### config.mk
export PLATFORM = sky130hd
export DESIGN_NAME = lws_div
export DESIGN_NICKNAME = d
export VERILOG_FILES = /design/src/rtl/lws_div.sv
export SDC_FILE = /design/constraint.sdc
export NUM_CORES = 1
export LEC_CHECK = 0
export BUFFER_PORTS_ARGS = -buffer_cell sky130_fd_sc_hd__buf_2
export CAP_MARGIN = 20
export CORE_ASPECT_RATIO = 1.1
export CORE_MARGIN = 3
export CORE_UTILIZATION = 51
export DETAILED_ROUTE_END_ITERATION = 16
export GPL_ROUTABILITY_DRIVEN = 1
export PLACE_DENSITY = 0.82
export SLEW_MARGIN = 20
export SYNTH_ARGS = -nofsm -noshare
export SYNTH_HDL_FRONTEND = slang
export SYNTH_SLANG_ARGS = --single-unit
### constraint.sdc
create_clock -name clk -period 6.45 [get_ports clk]
set_input_delay 0.3225 -clock clk [delete_from_list [all_inputs] [get_ports clk]]
set_output_delay 0.3225 -clock clk [all_outputs]
set_load 0.05 [all_outputs]
### src/rtl/lws_div.sv
// Iterative restoring divider, one quotient bit per clock.
// Does not import lws_pkg and uses none of its types.
module lws_div #(
  parameter int DW = 72,
  parameter int VW = 11
) (
  input  logic          clk,
  input  logic          rst,
  input  logic          go,
  input  logic [DW-1:0] dividend,
  input  logic [VW-1:0] divisor,
  output logic          done,
  output logic [DW-1:0] quotient
);

  localparam int CNTW = $clog2(DW + 1);

  logic [DW-1:0]   quo;
  logic [VW-1:0]   rem;
  logic [VW-1:0]   dvs;
  logic [CNTW-1:0] cnt;
  logic            run;
  logic [VW:0]     rem_sh;
  logic            ge;
  logic [VW-1:0]   rem_next;

  always_comb begin
    rem_sh   = {rem, quo[DW-1]};
    ge       = (rem_sh >= {1'b0, dvs});
    rem_next = ge ? VW'(rem_sh - {1'b0, dvs}) : VW'(rem_sh);
  end

  always_ff @(posedge clk) begin
    if (rst) begin
      run  <= 1'b0;
      done <= 1'b0;
      cnt  <= '0;
    end else begin
      done <= !go && run && (cnt == CNTW'(1));
      if (go) begin
        quo <= dividend;
        rem <= '0;
        dvs <= divisor;
        cnt <= CNTW'(DW);
        run <= 1'b1;
      end else if (run) begin
        // shift in one dividend bit, subtract when it fits
        rem <= rem_next;
        quo <= {quo[DW-2:0], ge};
        cnt <= cnt - 1'b1;
        if (cnt == CNTW'(1)) begin
          run <= 1'b0;
        end
      end
    end
  end

  assign quotient = quo;

endmodule

==> summary.md, run 1 <==
The flow ran to the end, and the final reports show no timing, DRC or antenna violations. The tools report the total count of max-transition violations in the final report as 0. The number of setup buffers added after CTS is 0. The net switching share of the total power came out at 30.38%. Clock latency on the worst-skew pair, taken at its later pin, is 0.37 ns.

Registers are responsible for 49.8% of the overall power. The number of synthesized register bits works out to 103. The post-detailed-route wirelength per cell works out to 16.99 um. Leaving out fill and tap cells, the most frequent cells in the layout are 157 x sky130_fd_sc_hd__buf_2, 94 x sky130_fd_sc_hd__edfxtp_1, 70 x sky130_fd_sc_hd__mux2_1. The first global-routing pass estimated 15.73 mm of wire. The run gives 1719 um^2 as the combined area of the multi-input logic cells.

The critical path arrival is 2.79 ns. The maximum resistive drop on vdd is 0.1795 mV, and the slew at the pin closest to its max-slew limit is 1.035 ns. The cell area after synthesis is 4842 um^2. Final hold analysis gives a worst-case slack of 0.1244 ns. The run gives 662 as the number of fillers in the final layout. In the routed design, unresolved DRC markers number 0. The initial utilization of the core area, before any placement, comes to 53.48%. In this run the worst setup path begins at go. The tools report the reported net switching power as 0.0004985 W.

Once detail routing completed, the nets flagged for antenna violations numbered 0. The floorplan step set the die width to 98.91 um. Synthesis produced a netlist whose cell count is 333.

The count of buffers added on input and output ports is 158. In this run the critical register-to-register path is launched from rem[4]$_SDFFCE_PP0P_. After the first detailed-routing iteration, the DRC count stood at 141.

The leakage power came out at 2.471 nW. The critical path startpoint category is a primary input. In this run, post-CTS hold repair placed 0 buffers. The time the final worst path needs with I/O delays and setup works out to 2.779 ns.

At the worst endpoint, the required time is 6.46 ns. Leading cell type in the layout, fill and taps excluded: sky130_fd_sc_hd__buf_2. Floorplan row count: 36. STA classifies the critical path endpoint as a register.

The hold violation count in the final report was 0; the residual overflow from global routing was 0. Clock root buffer: sky130_fd_sc_hd__clkbuf_8. Following the worst setup path forward leads to its endpoint at rem[4]$_SDFFCE_PP0P_.

The internal portion of the total power is 0.001143 W. The logs give 9054 um^2 for the core area and 30.99% for the worst slew slack as a fraction of its limit. The tools report the total via count after detailed routing as 3,223. The final layout net count was 592; the count of instances resized after the clock tree is built was 0. Power consumption: 0.001641 W. The number of endpoints failing setup at the final stage was 0; the I/O pin total was 159.

The tools report the final antenna diode count as 0. The tools report the number of global-route vias before repair as 3,320. TritonCTS built the clock tree. The logs give 84 for the maximum number of pins on one net before global-route repair and 27.1% for the clock group share of total power.

For the register-to-register setup slack, the log shows 3.89 ns. The worst reg2reg path depth was 7. Setup repair after global routing left no endpoint under its margin. The last weighted congestion value of the routability-driven placer came out at 0.8621.

Fmax: 359.9 MHz. In this run the number of H-tree levels came out at 3. Each instance of the synthesized netlist takes up on average 14.54 um^2.

Clock-pin slew was measured on the worst setup and hold paths at 0.10 ns. In this run the critical register-to-register path is captured at rem[9]$_SDFFCE_PP0P_. For the initial antenna violation count, the log shows 0. Summing all flip-flop and latch instances after layout gives 3003 um^2. The share of the cycle needed by the critical path after routing came out at 43.08%. The tools report the number of max-cap violations as 0.

The run gives 7.637 mm as the half-perimeter wire length of the detailed placement result. The number of distinct library cell variants in the gate-level netlist after synthesis is 44, and the via density per instance is 5.275. Yosys warning count: 0. The number of buffers added by the clock tree synthesis step was 9.

The critical path in this run is classified as in2reg. After detailed routing, the total wire length is 10.38 mm. Combinational logic is responsible for 23.1% of the overall power. The vertical die dimension came out at 108.2 um. In this run the worst path has a maximum fanout of 83.

The area overhead of the layout relative to synthesis is 23.49%, and the count of non-filler cells in the finished layout is 611. The type of the most critical hold path is in2reg. Of the cells placed in the final design, the portion with a size suffix greater than 1 is 38.23%.

For the number of clock sinks seen by CTS, the log shows 103. The global-route usage over all layers was 19.06%; the number of cells in the design after placement was 595. Power spread over the standard cell area amounts to 274.4 nW/um^2. The total die area was 10,700 um^2. The worst-case clock buffer depth was 2. Across the routed clock network, the largest skew measured is 0.009125 ns.

The first detailed-routing pass ran for 4 iterations. The sequential fraction of the synthesis area is 62.02%, and the final-layout setup total negative slack is 0 ns. The number of nets in the synthesized netlist is 433.
==> routing by layer <==
layer / GRT usage [%] / share of wire (%) / wire length [um]
met5: 0 / 0 / 0
met4: 9.268 / 2.2 / 230
met3: 5.290 / 7.1 / 740
met2: 32.34 / 51 / 5276
met1: 22.34 / 40 / 4132
==> how the worst min path moves through the flow <==
stage | start | endpoint | slack (ns) | cells after the start
2_1_floorplan | rst | cnt[3]$_SDFFE_PP0N_ | 0.39 | 1
3_3_place_gp | cnt[1]$_SDFFE_PP0P_ | cnt[1]$_SDFFE_PP0P_ | 0.48 | 2
3_5_place_dp | cnt[1]$_SDFFE_PP0P_ | cnt[1]$_SDFFE_PP0P_ | 0.49 | 2
4_1_cts | divisor[2] | dvs[2]$_DFFE_PP_ | 0.10 | 1
5_1_grt | divisor[0] | dvs[0]$_DFFE_PP_ | 0.11 | 1
6_report | divisor[0] | dvs[0]$_DFFE_PP_ | 0.12 | 1
==> cell families (layout without fill, tap and decap cells) <==
| logic type | count (synthesis) | after routing | share of synthesized area [%] |
|---|---|---|---|
| DFF | 103 | 103 | 62.02 |
| adders and majority gates | 14 | 14 | 3.773 |
| and+or+nand+nor | 54 | 54 | 5.969 |
| muxes | 71 | 71 | 16.51 |
| buffers and inverters | 30 | 194 | 2.713 |
| AOI/OAI and AO/OA | 49 | 49 | 6.847 |
| xor gates and xnor gates | 12 | 12 | 2.171 |
==> power by group through the flow <==
stage	Sequential [W]	Clock, W	Combinational (W)
floorplan	0.000933	0	0.000180
global placement	0.000832	0	0.000365
detailed placement	0.000831	0	0.000378
CTS	0.000818	0.000456	0.000380
global route	0.000823	0.000478	0.000407
finish	0.000817	0.000445	0.000379
==> worst max-delay path, cell delays in order <==
cell and delay (ns):
sky130_fd_sc_hd__buf_4 0.72, sky130_fd_sc_hd__inv_2 0.26, sky130_fd_sc_hd__a21oi_4 0.69, sky130_fd_sc_hd__buf_16 0.23
sky130_fd_sc_hd__buf_4 0.50
==> synthesized netlist by cell type <==
master / number / area [um^2]
sky130_fd_sc_hd__a21o_1: 2 / 15.01
sky130_fd_sc_hd__buf_1: 1 / 3.750
sky130_fd_sc_hd__nor3_4: 2 / 32.53
sky130_fd_sc_hd__nor2_2: 1 / 6.260
sky130_fd_sc_hd__mux2_1: 70 / 788.3
sky130_fd_sc_hd__a211oi_1: 4 / 30.03
sky130_fd_sc_hd__nand2b_1: 4 / 25.02
sky130_fd_sc_hd__edfxtp_1: 94 / 2823
sky130_fd_sc_hd__and2_1: 1 / 6.260
sky130_fd_sc_hd__nand2_1: 13 / 48.80
sky130_fd_sc_hd__xor2_1: 3 / 26.28
sky130_fd_sc_hd__buf_4: 1 / 7.510
sky130_fd_sc_hd__inv_1: 16 / 60.06
sky130_fd_sc_hd__o21a_1: 3 / 22.52
sky130_fd_sc_hd__inv_2: 2 / 7.510
sky130_fd_sc_hd__or3_4: 2 / 22.52
sky130_fd_sc_hd__dfxtp_1: 9 / 180.2
sky130_fd_sc_hd__fa_1: 1 / 20.02
sky130_fd_sc_hd__a41o_1: 1 / 10.01
sky130_fd_sc_hd__ha_1: 13 / 162.7
sky130_fd_sc_hd__buf_6: 2 / 22.52
sky130_fd_sc_hd__nor3_1: 4 / 20.02
sky130_fd_sc_hd__o31a_1: 1 / 8.760
sky130_fd_sc_hd__nand3_2: 1 / 10.01
sky130_fd_sc_hd__o21ai_0: 4 / 20.02
sky130_fd_sc_hd__o21ba_1: 1 / 10.01
sky130_fd_sc_hd__xnor2_1: 9 / 78.83
sky130_fd_sc_hd__nand3_1: 6 / 30.03
sky130_fd_sc_hd__or3_1: 1 / 6.260
sky130_fd_sc_hd__o211a_1: 2 / 20.02
sky130_fd_sc_hd__nand4_1: 1 / 6.260
sky130_fd_sc_hd__a21oi_1: 13 / 65.06
sky130_fd_sc_hd__a21oi_2: 4 / 35.03
sky130_fd_sc_hd__o32ai_1: 1 / 8.760
sky130_fd_sc_hd__nor2_1: 15 / 56.30
sky130_fd_sc_hd__o211ai_1: 4 / 30.03
sky130_fd_sc_hd__or2_0: 1 / 6.260
sky130_fd_sc_hd__mux2_2: 1 / 11.26
sky130_fd_sc_hd__o22ai_1: 1 / 6.260
sky130_fd_sc_hd__clkbuf_1: 8 / 30.03
sky130_fd_sc_hd__nor2b_1: 1 / 6.260
sky130_fd_sc_hd__nor4_1: 1 / 6.260
sky130_fd_sc_hd__o21ai_1: 7 / 35.03
sky130_fd_sc_hd__o21a_4: 1 / 15.01
==> sequential cells by signal, indices dropped and copies added (netlist names) <==
name	cells
quotient	72
run	1
rem	11
done	1
cnt	7
dvs	11
==> per-stage QoR <==
stage	worst slack, ns	cell area (um^2)	utilization, %
finish	3.671	5979	66.04
global route	3.443	5979	66.04
CTS	3.612	5979	66.04
detailed placement	3.196	5761	63.63
global placement	3.060	5733	63.32
floorplan	1.308	4842	-
==> layout make-up <==
cell class | count | share of cell area (%)
Multi-Input combinational cell | 200 | 28.75
Clock buffer | 10 | 2.134
Sequential cell | 103 | 50.22
Tap cell | 114 | 2.385
Inverter | 18 | 1.130
Timing Repair Buffer | 160 | 13.85
Clock inverter | 6 | 1.528
No activity file was read; power rests on OpenSTA's default activity.
==> inputs of run 2 (changes only) <==
==> constraint.sdc (replaced) <==
create_clock -name clk -period 2.7 [get_ports clk]
set_input_delay 0.135 -clock clk [delete_from_list [all_inputs] [get_ports clk]]
set_output_delay 0.135 -clock clk [all_outputs]
set_load 0.05 [all_outputs]
==> summary.md, run 2 (same netlist as run 1, synthesis figures left out) <==
The flow ran to the end, and the final reports show no timing, DRC or antenna violations. The number of levels the H-tree was split into was 3 (unchanged). The number of clock sinks seen by CTS was 103 (unchanged). The critical path startpoint category was a register. The root buffer cell chosen for the clock tree is sky130_fd_sc_hd__clkbuf_8. Hold violation count in the final report: 0 (unchanged). The internal power summed over all cells was 0.002578 W (+130%); the core area was 9054 um^2 (unchanged). The number of flip-flops in the largest register came out at 72 (unchanged). Worst-case hold slack: 0.04181 ns (-0.08257 ns). For the leakage power, the log shows 2.498 nW (+1.1%).

The clock transition at the register clock pins on the worst setup and hold paths after CTS was 0.10 ns (about the same). The number of buffers added by the clock tree synthesis step is 9 (unchanged), and the initial detailed-routing violation count is 132 (-6.4%). The half-perimeter wire length of the detailed placement result came out at 8.082 mm (+5.8%).

The worst-case clock buffer depth was 2 (unchanged); the maximum number of pins on one net before global-route repair was 55 (-35%). The top cell types in the final layout, fill and taps aside, are 157 x sky130_fd_sc_hd__buf_2, 94 x sky130_fd_sc_hd__edfxtp_1, 70 x sky130_fd_sc_hd__mux2_1. The total die area is 10,700 um^2 (unchanged), and the combinational share of power is 24.5% (+1.4 points). The tools report the remaining antenna violation count as 0 (unchanged). The detailed-router iteration count before antenna repair was 5 (+1); the time the final worst path needs with I/O delays and setup was 2.505 ns. From synthesis to final layout, the design area changed by 24.94%. The run gives 16.98 mm (+8.0%) as the first-pass GRT wire length. The run gives 0 (unchanged) as the number of max-cap violations. The tools report the number of endpoints failing setup at the final stage as 0 (unchanged). The class of the most critical setup path is reg2reg.

In this run the worst hold path is classified as in2reg. Endpoint type of the worst setup path: a register. The net switching share of the total power was 31.45% (+1.1 points). The slew at the pin closest to its max-slew limit was 0.9912 ns (-0.04403 ns).

The post-detailed-route wirelength per cell came out at 17.09 um (+0.60%). The ratio of cells with drive above 1 in the final layout was 37.65% (-0.58 points); the clock group share of total power was 23.6% (-3.5 points). Setup repair after global routing left no endpoint under its margin.

The ratio of total power to cell area came out at 621.7 nW/um^2 (+130%). Final setup skew: 0.01171 ns (+0.002589 ns). The global-route usage over all layers came out at 20.06% (+1.0 points). Via density per instance: 5.359 (+1.6%). The count of input and output buffers was 158 (unchanged). I/O pin total: 159 (unchanged). TritonCTS built the clock tree. The run gives 0 (unchanged) as the number of setup buffers added after CTS.

The critical path arrival was 2.61 ns (-0.18 ns); the maximum resistive drop on vdd was 0.3622 mV (+100%). The final layout net count was 605 (+2.2%); the utilization of the core after routing was 66.82% (+0.77 points). Leading cell type in the layout, fill and taps excluded: sky130_fd_sc_hd__buf_2. The final antenna diode count was 0 (unchanged); the maximum fanout along the worst path was 7 (-92%). Total count of max-transition violations in the final report: 0 (unchanged). For the worst slew slack as a fraction of its limit, the log shows 33.68% (+2.7 points). Floorplan row count: 36 (unchanged). The last weighted congestion value of the routability-driven placer was 0.8849 (+2.6%). Of the available clock period, the critical path in the final layout requires 92.78%. The logs give 0 (unchanged) for the initial antenna violation count and 0.001183 W (+140%) for the reported net switching power. The logs give 3,568 (+7.5%) for the number of global-route vias before repair and 0 (unchanged) for the residual overflow from global routing. Final-layout setup total negative slack: 0 ns (unchanged).

The wire length after detailed routing came out at 10.66 mm (+2.7%). The register-to-register setup slack was 0.19 ns (-3.70 ns); the source-to-sink clock delay at the later pin of the worst-skew pair was 0.35 ns (-0.02 ns). Total via count after detailed routing: 3,344 (+3.8%). The tools report the data required time of the worst path as 2.80 ns (-3.66 ns). Die span in x: 98.91 um (unchanged). The effective utilization at floorplan is 53.48% (unchanged). The power share of the sequential group is 51.9% (+2.1 points). The remaining routing DRC violations is 0 (unchanged). The vertical die dimension works out to 108.2 um (unchanged). Based on the critical path, the design can be clocked at up to 399.2 MHz.
## run 2: routing by layer
| metal | share of wire [%] | vias up | track usage [%] | routed length [um] |
|---|---|---|---|---|
| li1 | - | 1588 | - | - |
| met1 | 38 | 1614 | 24.21 | 4094 |
| met2 | 53 | 126 | 34.74 | 5665 |
| met3 | 7.2 | 16 | 5.226 | 768 |
| met4 | 1.3 | 0 | 7.220 | 135 |
| met5 | 0 | - | 0 | 0 |
## run 2: critical path, cell delays in order, from the launching register on
cell and delay [ns]:
sky130_fd_sc_hd__edfxtp_1 0.42, sky130_fd_sc_hd__ha_1 0.38, sky130_fd_sc_hd__a21o_1 0.21, sky130_fd_sc_hd__or3_4 0.33
sky130_fd_sc_hd__o21a_4 0.23, sky130_fd_sc_hd__nor3_4 0.32, sky130_fd_sc_hd__nor2_2 0.14, sky130_fd_sc_hd__a41o_1 0.23
## run 2: metrics by stage
step                total power (W)  worst slack [ns]  cells  instance area [um^2]
detailed placement         0.002893            0.2201    597                  5756
finish                     0.003761            0.1948    624                  6050
global route               0.003923           0.05965    624                  6050
CTS                        0.003785            0.1869    624                  6050
floorplan                  0.002652           0.08591    333                  4853
global placement           0.002859            0.3036    597                  5756
## run 2: final cells by class
cell class,count,area (um^2)
Fill cell,667,3004
Tap cell,114,142.6
Inverter,18,67.56
Clock buffer,11,141.4
Multi-Input combinational cell,200,1719
Sequential cell,103,3003
Clock inverter,5,42.54
Timing Repair Buffer,173,933.4
## run 2: worst paths after layout
| path | start | end | cells past startpoint |
|---|---|---|---|
| setup / recovery | rem[4]$_SDFFCE_PP0P_ | rem[9]$_SDFFCE_PP0P_ | 7 |
| hold / removal | rst | cnt[3]$_SDFFE_PP0N_ | 2 |
| setup reg to reg | rem[4]$_SDFFCE_PP0P_ | rem[9]$_SDFFCE_PP0P_ | 7 |
| hold reg to reg | cnt[1]$_SDFFE_PP0P_ | cnt[1]$_SDFFE_PP0P_ | 2 |
## run 2: power by group through the flow
stage	registers (W)	logic [W]	clock network (W)
floorplan	0.00222	0.000431	0
global placement	0.00198	0.000877	0
detailed placement	0.00199	0.000906	0
CTS	0.00195	0.000921	0.000911
global route	0.00197	0.000993	0.000962
finish	0.00195	0.000921	0.000887
## run 2: timing repair
| item | CTS | global route |
|---|---|---|
| resized for setup | 0 | 0 |
| hold endpoints to repair | 11 | 0 |
| endpoints found under the setup margin | 0 | 0 |
| hold buffers | 11 | 0 |
